===== config.mk =====
export PLATFORM = sky130hd
export DESIGN_NAME = linear_probe_hash_table
export DESIGN_NICKNAME = d
export VERILOG_FILES = /design/src/lpht_pkg.sv /design/src/linear_probe_hash_table.sv
export SDC_FILE = /design/constraint.sdc
export NUM_CORES = 2
export LEC_CHECK = 0
export BUFFER_PORTS_ARGS = -buffer_cell sky130_fd_sc_hd__buf_2
export CELL_PAD_IN_SITES_DETAIL_PLACEMENT = 1
export CELL_PAD_IN_SITES_GLOBAL_PLACEMENT = 2
export CORE_MARGIN = 2
export CORE_UTILIZATION = 35
export DETAILED_ROUTE_END_ITERATION = 10
export HOLD_SLACK_MARGIN = 0.15
export PLACE_DENSITY_LB_ADDON = 0.08
export SLEW_MARGIN = 10
export SYNTH_ARGS = -nofsm -noshare
export SYNTH_HDL_FRONTEND = slang
export SYNTH_SLANG_ARGS = --single-unit

===== constraint.sdc =====
create_clock -name clk -period 8.9 [get_ports clk]
set_input_delay 0.445 -clock clk [delete_from_list [all_inputs] [get_ports clk]]
set_output_delay 0.445 -clock clk [all_outputs]
set_load 0.01 [all_outputs]

===== src/lpht_pkg.sv =====
// Shared types, codes and default sizes for the linear probing hash table.
package lpht_pkg;

    // Default sizes for the top level parameters.
    localparam int SLOTS_DEF        = 16;
    localparam int KEY_BITS_DEF     = 32;
    localparam int PAYLOAD_BITS_DEF = 64;

    // Command codes carried by a request.
    typedef enum logic [1:0] {
        CMD_INSERT = 2'd0,
        CMD_SEARCH = 2'd1,
        CMD_DELETE = 2'd2,
        CMD_UPDATE = 2'd3
    } cmd_t;

    // Result status codes.
    typedef enum logic [1:0] {
        STAT_OK       = 2'd0,
        STAT_NOTFOUND = 2'd1,
        STAT_FULL     = 2'd2
    } status_t;

    // Per slot tag.
    typedef enum logic [1:0] {
        TAG_FREE = 2'd0,
        TAG_DEAD = 2'd1,
        TAG_USED = 2'd2
    } tag_t;

    // Sequencer states.
    typedef enum logic [2:0] {
        ST_CLEAR,
        ST_IDLE,
        ST_HASH,
        ST_PROBE,
        ST_DONE
    } state_t;

    // Request payload.
    typedef struct packed {
        cmd_t        cmd;
        logic [31:0] key;
        logic [63:0] payload;
    } req_t;

    // Response payload.
    typedef struct packed {
        status_t     status;
        logic [3:0]  slot;
        logic [63:0] data_out;
    } rsp_t;

endpackage


===== src/linear_probe_hash_table.sv =====
// Open addressing hash table with linear probing, one slot examined per cycle.
//
// Usage: requests (insert, search, delete, update) arrive on the req channel
// and each produces exactly one response on the rsp channel, both valid/ready.
// The block takes one request at a time; req_ready is high only while idle.
// The home slot is key mod SLOTS. For a power of two SLOTS it is a bit
// select; otherwise a single compare/subtract unit reduces the key one
// bit per cycle. Probing reads the tag, key and payload memories once
// per cycle through registered read ports and checks each probed slot
// from those read registers. The result is held in an output register.
// The block goes back to idle as the response is loaded and is ready for
// the next request in the following cycle. If the receiver stalls with a
// response still waiting, a finished request holds its memory update until
// that response transfers.
// Reset: a clearing pass marks every slot never used, one slot per cycle,
// after reset is released; req_ready stays low until it ends.
module linear_probe_hash_table #(
    parameter int SLOTS        = lpht_pkg::SLOTS_DEF,
    parameter int KEY_BITS     = lpht_pkg::KEY_BITS_DEF,
    parameter int PAYLOAD_BITS = lpht_pkg::PAYLOAD_BITS_DEF
) (
    input  logic            clk,
    input  logic            rst_n,
    input  logic            req_valid,
    output logic            req_ready,
    input  lpht_pkg::req_t  req,
    output logic            rsp_valid,
    input  logic            rsp_ready,
    output lpht_pkg::rsp_t  rsp
);

    localparam int  SLOT_W  = $clog2(SLOTS);
    localparam int  BIT_W   = $clog2(KEY_BITS);
    localparam int  HW      = (KEY_BITS > SLOT_W) ? KEY_BITS : SLOT_W;
    localparam bit  IS_POW2 = ((SLOTS & (SLOTS - 1)) == 0);
    localparam logic [SLOT_W-1:0] LAST_SLOT = SLOT_W'(SLOTS - 1);
    localparam logic [SLOT_W:0]   SLOTS_EXT = (SLOT_W + 1)'(SLOTS);

    // Control registers.
    lpht_pkg::state_t     state_reg, state_next;
    logic [SLOT_W-1:0]    clr_idx_reg, clr_idx_next;
    logic                 out_valid_reg, out_valid_next;
    logic                 chk_valid_reg, chk_valid_next;
    logic [SLOT_W-1:0]    chk_cnt_reg, chk_cnt_next;

    // Datapath registers.
    lpht_pkg::cmd_t       cmd_reg, cmd_next;
    logic [KEY_BITS-1:0]  key_reg, key_next;
    logic [PAYLOAD_BITS-1:0] pay_reg, pay_next;
    logic [SLOT_W-1:0]    rem_reg, rem_next;
    logic [BIT_W-1:0]     bit_reg, bit_next;
    logic [SLOT_W-1:0]    idx_reg, idx_next;
    logic [SLOT_W-1:0]    chk_idx_reg, chk_idx_next;
    lpht_pkg::status_t    res_status_reg, res_status_next;
    logic [SLOT_W-1:0]    res_slot_reg, res_slot_next;
    logic [PAYLOAD_BITS-1:0] res_data_reg, res_data_next;
    lpht_pkg::rsp_t       rsp_reg, rsp_next;

    // Memories and their ports.
    lpht_pkg::tag_t          tag_mem [SLOTS];
    logic [KEY_BITS-1:0]     key_mem [SLOTS];
    logic [PAYLOAD_BITS-1:0] pay_mem [SLOTS];
    lpht_pkg::tag_t          tag_rd_reg;
    logic [KEY_BITS-1:0]     key_rd_reg;
    logic [PAYLOAD_BITS-1:0] pay_rd_reg;
    logic                    tag_we, key_we, pay_we;
    logic [SLOT_W-1:0]       wr_addr;
    lpht_pkg::tag_t          tag_wdata;

    // Combinational helpers.
    logic [KEY_BITS-1:0]     key_in;
    logic [HW-1:0]           key_hw;
    logic [SLOT_W:0]         rem_trial;
    logic                    last_probe;
    logic                    hit;
    logic                    miss;

    assign key_in = KEY_BITS'(req.key);
    assign key_hw = HW'(key_in);

    // Memories: one write port, one registered read port at the probe index.
    always_ff @(posedge clk)
    begin
        if (tag_we)
        begin
            tag_mem[wr_addr] <= tag_wdata;
        end
        tag_rd_reg <= tag_mem[idx_reg];
    end

    always_ff @(posedge clk)
    begin
        if (key_we)
        begin
            key_mem[wr_addr] <= key_reg;
        end
        key_rd_reg <= key_mem[idx_reg];
    end

    always_ff @(posedge clk)
    begin
        if (pay_we)
        begin
            pay_mem[wr_addr] <= pay_reg;
        end
        pay_rd_reg <= pay_mem[idx_reg];
    end

    // Control state register.
    always_ff @(posedge clk or negedge rst_n)
    begin
        if (!rst_n)
        begin
            state_reg     <= lpht_pkg::ST_CLEAR;
            clr_idx_reg   <= '0;
            out_valid_reg <= 1'b0;
            chk_valid_reg <= 1'b0;
            chk_cnt_reg   <= '0;
        end
        else
        begin
            state_reg     <= state_next;
            clr_idx_reg   <= clr_idx_next;
            out_valid_reg <= out_valid_next;
            chk_valid_reg <= chk_valid_next;
            chk_cnt_reg   <= chk_cnt_next;
        end
    end

    // Datapath registers, no reset needed.
    always_ff @(posedge clk)
    begin
        cmd_reg        <= cmd_next;
        key_reg        <= key_next;
        pay_reg        <= pay_next;
        rem_reg        <= rem_next;
        bit_reg        <= bit_next;
        idx_reg        <= idx_next;
        chk_idx_reg    <= chk_idx_next;
        res_status_reg <= res_status_next;
        res_slot_reg   <= res_slot_next;
        res_data_reg   <= res_data_next;
        rsp_reg        <= rsp_next;
    end

    // Sequencer: next state, probe decisions and memory writes.
    always_comb
    begin
        state_next      = state_reg;
        clr_idx_next    = clr_idx_reg;
        out_valid_next  = out_valid_reg && !rsp_ready;
        chk_valid_next  = chk_valid_reg;
        chk_cnt_next    = chk_cnt_reg;
        cmd_next        = cmd_reg;
        key_next        = key_reg;
        pay_next        = pay_reg;
        rem_next        = rem_reg;
        bit_next        = bit_reg;
        idx_next        = idx_reg;
        chk_idx_next    = chk_idx_reg;
        res_status_next = res_status_reg;
        res_slot_next   = res_slot_reg;
        res_data_next   = res_data_reg;
        rsp_next        = rsp_reg;
        req_ready       = 1'b0;
        tag_we          = 1'b0;
        key_we          = 1'b0;
        pay_we          = 1'b0;
        wr_addr         = res_slot_reg;
        tag_wdata       = lpht_pkg::TAG_USED;
        rem_trial       = {rem_reg, key_reg[bit_reg]};
        last_probe      = (chk_cnt_reg == LAST_SLOT);
        hit             = 1'b0;
        miss            = 1'b0;

        unique case (state_reg)
            lpht_pkg::ST_CLEAR:
            begin
                // Mark one slot never used per cycle.
                tag_we       = 1'b1;
                wr_addr      = clr_idx_reg;
                tag_wdata    = lpht_pkg::TAG_FREE;
                clr_idx_next = clr_idx_reg + 1'b1;
                if (clr_idx_reg == LAST_SLOT)
                begin
                    state_next = lpht_pkg::ST_IDLE;
                end
            end

            lpht_pkg::ST_IDLE:
            begin
                req_ready = 1'b1;
                if (req_valid)
                begin
                    cmd_next       = req.cmd;
                    key_next       = key_in;
                    pay_next       = PAYLOAD_BITS'(req.payload);
                    chk_valid_next = 1'b0;
                    chk_cnt_next   = '0;
                    rem_next       = '0;
                    bit_next       = BIT_W'(KEY_BITS - 1);
                    if (IS_POW2)
                    begin
                        idx_next   = key_hw[SLOT_W-1:0];
                        state_next = lpht_pkg::ST_PROBE;
                    end
                    else
                    begin
                        state_next = lpht_pkg::ST_HASH;
                    end
                end
            end

            lpht_pkg::ST_HASH:
            begin
                // Restoring remainder step, most significant key bit first.
                if (rem_trial >= SLOTS_EXT)
                begin
                    rem_trial = rem_trial - SLOTS_EXT;
                end
                rem_next = rem_trial[SLOT_W-1:0];
                if (bit_reg == '0)
                begin
                    idx_next   = rem_trial[SLOT_W-1:0];
                    state_next = lpht_pkg::ST_PROBE;
                end
                else
                begin
                    bit_next = bit_reg - 1'b1;
                end
            end

            lpht_pkg::ST_PROBE:
            begin
                // Issue the next read while checking the slot read last cycle.
                idx_next       = (idx_reg == LAST_SLOT) ? '0 : idx_reg + 1'b1;
                chk_idx_next   = idx_reg;
                chk_valid_next = 1'b1;
                if (chk_valid_reg)
                begin
                    chk_cnt_next = chk_cnt_reg + 1'b1;
                    if (cmd_reg == lpht_pkg::CMD_INSERT)
                    begin
                        hit  = (tag_rd_reg == lpht_pkg::TAG_FREE)
                            || (tag_rd_reg == lpht_pkg::TAG_DEAD);
                        miss = !hit && last_probe;
                    end
                    else
                    begin
                        hit  = (tag_rd_reg == lpht_pkg::TAG_USED)
                            && (key_rd_reg == key_reg);
                        miss = !hit && ((tag_rd_reg == lpht_pkg::TAG_FREE) || last_probe);
                    end
                    if (hit)
                    begin
                        res_status_next = lpht_pkg::STAT_OK;
                        res_slot_next   = chk_idx_reg;
                        res_data_next   = (cmd_reg == lpht_pkg::CMD_SEARCH) ? pay_rd_reg : '0;
                        state_next      = lpht_pkg::ST_DONE;
                    end
                    else if (miss)
                    begin
                        res_status_next = (cmd_reg == lpht_pkg::CMD_INSERT)
                            ? lpht_pkg::STAT_FULL : lpht_pkg::STAT_NOTFOUND;
                        res_slot_next   = '0;
                        res_data_next   = '0;
                        state_next      = lpht_pkg::ST_DONE;
                    end
                end
            end

            lpht_pkg::ST_DONE:
            begin
                // Commit the update together with loading the response.
                if (!out_valid_reg || rsp_ready)
                begin
                    if (res_status_reg == lpht_pkg::STAT_OK)
                    begin
                        unique case (cmd_reg)
                            lpht_pkg::CMD_INSERT:
                            begin
                                tag_we    = 1'b1;
                                key_we    = 1'b1;
                                pay_we    = 1'b1;
                                tag_wdata = lpht_pkg::TAG_USED;
                            end
                            lpht_pkg::CMD_DELETE:
                            begin
                                tag_we    = 1'b1;
                                tag_wdata = lpht_pkg::TAG_DEAD;
                            end
                            lpht_pkg::CMD_UPDATE:
                            begin
                                pay_we = 1'b1;
                            end
                            lpht_pkg::CMD_SEARCH:
                            begin
                                tag_we = 1'b0;
                            end
                        endcase
                    end
                    rsp_next.status   = res_status_reg;
                    rsp_next.slot     = 4'(res_slot_reg);
                    rsp_next.data_out = 64'(res_data_reg);
                    out_valid_next    = 1'b1;
                    state_next        = lpht_pkg::ST_IDLE;
                end
            end
        endcase
    end

    assign rsp_valid = out_valid_reg;
    assign rsp       = rsp_reg;

`ifndef SYNTHESIS
    // A failed request reports slot zero and no data.
    assert property (@(posedge clk) disable iff (!rst_n)
        (rsp_valid && (rsp.status != lpht_pkg::STAT_OK))
            |-> ((rsp.slot == 4'd0) && (rsp.data_out == 64'd0)))
    else $error("failed response carries a slot or data");

    // A new response is loaded only from the commit state.
    assert property (@(posedge clk) disable iff (!rst_n)
        $rose(rsp_valid) |-> $past(state_reg == lpht_pkg::ST_DONE))
    else $error("response appeared outside the commit state");

    // No request is taken while the clearing pass runs.
    assert property (@(posedge clk) disable iff (!rst_n)
        (state_reg == lpht_pkg::ST_CLEAR) |-> !req_ready)
    else $error("request accepted during clearing pass");
`endif

endmodule

Word level (Yosys, flattened, before mapping)

Memories as Yosys holds them, arrays and structs flattened. A register that Yosys moved wholly into a read port is not among the register bits.
Index checks and enable logic that the tools add are counted.

Input port bits: 102
Memories kept: 3
Bits in registers: 268
Logic and storage cells: 142
Memory bits (writable): 1568

Memory list:

| memory  | words | bits a word | read ports | clocked after memory_dff | wr ports | RTL line                      | text |
|---|---|---|---|---|---|---|---|
| pay_mem | 16    | 64          | 1          | 1                        | 1        | linear_probe_hash_table.sv:62 | `logic [PAYLOAD_BITS-1:0] pay_mem [SLOTS];` |
| key_mem | 16    | 32          | 1          | 1                        | 1        | linear_probe_hash_table.sv:61 | `logic [KEY_BITS-1:0] key_mem [SLOTS];` |
| tag_mem | 16    | 2           | 1          | 1                        | 1        | linear_probe_hash_table.sv:60 | `lpht_pkg::tag_t tag_mem [SLOTS];` |

Eq/ne operators: 20
Magnitude comparators: 2
$add $sub $neg: 5
Reductions and logical operators: 31
Muxes and demuxes: 63

Operator list:

| kind                                                                  | count |
|---|---|
| 64-bit 2-to-1 mux                                                     | 3 |
| 4-bit 2-to-1 mux                                                      | 9 |
| 32-bit == test                                                        | 1 |
| 1-bit 2-to-1 mux                                                      | 28 |
| 3-bit 2-to-1 mux                                                      | 7 |
| 4-bit one-hot mux with 2 select lines                                 | 2 |
| 3-bit one-hot mux with 5 select lines                                 | 1 |
| 4-bit by 1-bit adder with 4-bit output (second input constant)        | 3 |
| 4-bit == test (second input constant)                                 | 3 |
| 2-bit inequality test (second input constant)                         | 6 |
| 4-bit one-hot mux with 3 select lines                                 | 1 |
| 3-bit AND reduction                                                   | 4 |
| 2-bit 2-to-1 mux                                                      | 5 |
| 5-bit 2-to-1 mux                                                      | 2 |
| 5-bit one-hot mux with 2 select lines                                 | 1 |
| 2-bit AND reduction                                                   | 4 |
| 2-bit == test (second input constant)                                 | 3 |
| 3-bit by 2-bit == test with 1-bit output (second input constant)      | 2 |
| 2-bit zero test                                                       | 3 |
| 5-bit by 6-bit < comparator with 1-bit output (second input constant) | 1 |
| 6-bit AND reduction                                                   | 1 |
| 2-bit nonzero test                                                    | 3 |
| 1-bit binary-select mux with 5-bit select                             | 1 |
| 5-bit >= comparator (second input constant)                           | 1 |
| 15 further kinds                                                      | 26 |

Depth between registers and ports, before layout

Depth after elaboration: 11
Gate-level depth with buffers: 9
Gate-level depth less buffers: 7

Least setup slack after synthesis

Ideal clock, no wire load.

Path kind: flip-flop to flip-flop
Start point: register key_reg[4]
End point: register res_data_reg[0] (enable)
Data arrival time: 4.787 ns
Required time: 8.378 ns
Stages on the path, launching flop included: 6
Setup slack: 3.592 ns
Path buffers: 0
Path through: edfxtp_1 xnor2_1 o221ai_1 nor4_1 nand4_1 a21oi_1

Longest elaborated chain between the ends: 9

Ends and longest elaborated chain:

| item                              | RTL line                       | text |
|---|---|---|
| from (decl)                       | linear_probe_hash_table.sv:48  | `logic [KEY_BITS-1:0] key_reg, key_next;` |
| from (signal assigned)            | linear_probe_hash_table.sv:134 | `key_reg <= key_next;` |
| 32-bit == test (*)                | linear_probe_hash_table.sv:251 | `&& (key_rd_reg == key_reg);` |
| 1-bit logical AND (*)             | linear_probe_hash_table.sv:251 |  |
| 1-bit zero test                   | linear_probe_hash_table.sv:252 | `miss = !hit && ((tag_rd_reg == lpht_pkg::TAG_FREE) \|\| last_probe);` |
| 1-bit logical AND                 | linear_probe_hash_table.sv:252 |  |
| 1-bit 2-to-1 mux                  | linear_probe_hash_table.sv:242 | `if (cmd_reg == lpht_pkg::CMD_INSERT)` |
| 1-bit 2-to-1 mux                  | linear_probe_hash_table.sv:239 | `if (chk_valid_reg)` |
| 1-bit 2-to-1 mux                  | linear_probe_hash_table.sv:176 | `unique case (state_reg)` |
| 2-bit nonzero test (no line) (*)  | --                             |  |
| 3-bit AND reduction (no line) (*) | --                             |  |
| to (signal assigned)              | linear_probe_hash_table.sv:142 | `res_data_reg <= res_data_next;` |
| to (decl)                         | linear_probe_hash_table.sv:56  | `logic [PAYLOAD_BITS-1:0] res_data_reg, res_data_next;` |

Mark *: on every way between the ends. The rest lies on a longest branch, timed or not. The select of a mux whose other input is x is not followed.
A chain may end at the register's enable or synchronous reset.

Worst setup path in the final report

Start point: register state_reg[0]
End point: memory pay_mem[3][21] in the netlist's numbering (enable)

Longest elaborated chain between the ends: 4

Ends and longest elaborated chain:

| item                                   | RTL line                       | text |
|---|---|---|
| from (decl)                            | linear_probe_hash_table.sv:40  | `lpht_pkg::state_t state_reg, state_next;` |
| from (signal assigned)                 | linear_probe_hash_table.sv:114 | `state_reg <= lpht_pkg::ST_CLEAR;` |
| from (signal assigned)                 | linear_probe_hash_table.sv:122 | `state_reg <= state_next;` |
| 3-bit == test                          | linear_probe_hash_table.sv:176 |  |
| 1-bit 2-to-1 mux                       | linear_probe_hash_table.sv:176 |  |
| 1-bit 2-to-1 mux                       | linear_probe_hash_table.sv:102 | `if (pay_we)` |
| 1-bit 2-to-1 mux (not written as such) | linear_probe_hash_table.sv:104 | `pay_mem[wr_addr] <= pay_reg;` |
| to (decl)                              | linear_probe_hash_table.sv:62  |  |

Several ways; a longest one is shown, not always the timed one.

==> results.yml <==
synthesis:
  synthAdderAreaFrac_pct: 0.121
  synth-xor-area-share_pct: 0.461
  synth_nets: 3823
  syn-instance-count: 3714
  synth_top_area_share_pct: 75.8
  synth_area_mm2: 0.0722
  synthSimpleGateAreaFrac_pct: 2.29
  synth_edf_count: 1822
  synth_compound_area_share_pct: 4.69
  ys.flop_type: "edfxtp_1"
  ys_ff_latch: 1933
  synthTopCellsByCount: "1,822 x edfxtp_1, 301 x mux2i_1, 209 x o21ai_0"
  synth_top_family_by_area: "multiplexers"
  synthMuxAreaShare_pct: 12.1
  synthArstFlopShare_pct: 0.673
  yosys-top-cells-area: "edfxtp_1 76%, mux4_2 6.2%, mux2i_1 4.2%"
  ys_types: 54
  syn_avg_cell_area_um2: 19.4
  yosysMostFrequentCell: "edfxtp_1"
  synth_top_cell_by_area: "edfxtp_1"
  yosysSeqAreaShare_pct: 78.9
  yosys_warnings: 0
sta:
  post-route-period-util_pct: 48.1
  slew_headroom_pct: 19.9
  slew_viol_final: 0
  finalHoldViolCount: 0
  fin_crit_ns: 4.28
  finalSetupTns_ns: 0
  rsz0062_at_grt: "no"
  fmax_ghz: 0.234
  postLayoutSetupSlackWorst_ns: 4.62
  setup-violations-final: 0
  worst_slew_pin_slew_ns: 1.20
  skew_ns: 0.0311
worst_setup_path:
  cpPeakStageDelay_ns: 0.98
  r2r_slack_ns: 4.62
  critPathMaxFanout: 38
  r2r-start: "state_reg[0]$_DFFE_PN0P_"
  path_common_cell: "nand2_1"
  critical_path_required_ns: 9.36
  path_class: "reg2reg"
  slowest_stage: "nor2_4"
  arrival_ns: 4.74
  r2r-end: "pay_mem[3][21]$_DFFE_PP_"
  rr_worst_depth: 6
  crit_chain: "nor2_1 > nand2_1 > nor3b_1 > nand2_1 > nor2_4 > buf_4"
  startpoint: "state_reg[0]$_DFFE_PN0P_"
  cp-end-kind: "flip-flop"
  cp-start-kind: "flip-flop"
route:
  postRouteAntennaNets: 0
  detail_route.first_pass.iterations: 5
  drc: 0
  drt_iter0_markers: 2699
  routed_wl_um: 203000
  vias_per_cell: 5.19
  vias: 36200
  wire_per_inst_um: 29.1
cells_and_area:
  area_growth_syn_to_layout_pct: 17.3
  final_core_util_pct: 41.3
  finalInstanceArea_mm2: 0.0847
  multi_input_area_mm2: 0.0145
  fillers: 19400
  layout-drive-gt1-share_pct: 21.5
  largest_register_ffs: 1024
  stdcell_count: 6967
  seq_area_mm2: 0.0570
  num-nets-final: 4201
placed_design:
  globalplace.congestion: 0.747
  place_inst: 6468
  port-buffer-count: 173
  post-dp-hpwl_um: 109000
  placed_area_mm2: 0.0765
  pre_cts_slack_ns: 4.42
global_routing:
  overflow: 0
  antenna_found_initial: 11
  grt_pass1_vias: 39100
  grt_max_degree: 124
  grt_first_pass_wirelength_um: 293000
  track_usage_pct: 19.4
clock_tree:
  cts_buffers: 208
  cts_tree: "done"
  cts_hold_buf: 102
  cts.clk_slew.worst_paths_ns: 0.06
  cts_root_buf: "clkbuf_16"
  clk_latency_ns: 0.86
  cts_setup_buffers: 0
  h-tree-depth: 4
  clock-sinks: 1933
  cts_max_path_buffers: 3
  cts_resized: 0
floorplan:
  die-area_mm2: 0.210
  start_util_pct: 35.3
  rows: 166
  io-pin-count: 174
  fp.coreArea_mm2: 0.205
  die_x_um: 458
  fp.dieH_um: 458
flow_run:
  max-cap-violations: 0
power_and_ir_drop:
  max-vdd-ir-drop_mv: 0.272
  power.density_cell_area_mw_per_mm2: 315
  leakage_nw: 27.7
min_path:
  hp-class: "in2reg"
  holdPathEnd: "key_reg[30]$_DFFE_PP_"
  hold_depth: 2
  holdCritStartpoint: "req[94]"
outcome:
  status: "finished, final reports clean"
[how the worst max path moves through the flow]
stage / depth (start not counted) / to
2_1_floorplan: 5 / res_data_reg[0]$_SDFFCE_PN0P_
3_3_place_gp: 7 / pay_mem[3][15]$_DFFE_PP_
3_5_place_dp: 7 / pay_mem[3][33]$_DFFE_PP_
4_1_cts: 6 / pay_mem[3][14]$_DFFE_PP_
5_1_grt: 6 / pay_mem[3][14]$_DFFE_PP_
6_report: 6 / pay_mem[3][21]$_DFFE_PP_
[per-layer routing]
| metal | vias to the layer above | GRT usage, % | wire length (um) | share of wire [%] |
|---|---|---|---|---|
| met5 | - | 0 | 13 | 0.0064 |
| met4 | 2 | 4.13 | 3240 | 1.6 |
| met3 | 235 | 2.43 | 6240 | 3.1 |
| li1 | 15800 | - | - | - |
| met2 | 605 | 31.6 | 97000 | 48 |
| met1 | 19600 | 28.1 | 96500 | 48 |
[final cells by class]
class                           instances  share of cell area, %
Tap cell                             2688                   3.97
Timing Repair Buffer                  357                   3.06
Antenna cell                            3                0.00887
Clock inverter                        100                   1.32
Inverter                               17                 0.0754
Sequential cell                      1933                   67.3
Multi-Input combinational cell       1575                   17.2
Clock buffer                          294                   7.08
[worst max-delay path: cells and delay by family (launching register included)]
kind | cells | cell delay, ns
AND/OR/NAND/NOR | 5 | 2.41
buffers and inverters | 1 | 0.84
flip-flops | 1 | 0.58
[where the power goes]
part / internal [mW] / switching [mW]
registers: 10.9 / 0.681
clock network: 5.30 / 3.63
logic: 2.30 / 3.89
total: 18.5 / 8.20
[layout by cell type, fill, tap and decap left out, types with 6 or more instances in the layout]
cell type and n:
a21oi_1 103, nor2b_1 8, edfxtp_1 1822, dfxtp_1 98, o21ai_0 209, clkbuf_16 215, clkbuf_8 32, nor3b_1 6
nor3_1 6, xnor2_1 36, bufinv_16 21, inv_1 17, dlygate4sd3_1 102, buf_2 173, clkinv_1 27, nand2b_1 13
nor2_4 34, buf_4 75, a22oi_1 98, clkbuf_1 47, nand2_1 190, nor2_1 94, mux2_2 98, nand4_1 15
dfrtp_1 13, ha_1 6, a221oi_1 98, clkinv_2 39, buf_12 7, mux4_2 200, mux2i_1 301
[through the flow]
step / hold slack (ns) / total power [mW]
floorplan: 0.149 / 15.5
global placement: 0.392 / 18.0
detailed placement: 0.389 / 18.0
CTS: 0.201 / 27.1
global route: 0.246 / 27.9
finish: 0.289 / 26.7
[logic make-up (layout without fill, tap and decap cells)]
group | Yosys count | in the layout
flip-flops | 1933 | 1933
multiplexers | 604 | 604
AO/OA/AOI/OAI | 535 | 535
AND/OR/NAND/NOR | 391 | 391
buffers and inverters | 206 | 768
XOR/XNOR | 38 | 38
adder cells (fa/ha/maj) | 7 | 7
other | 0 | 3
(Power assumes the default switching activity.)
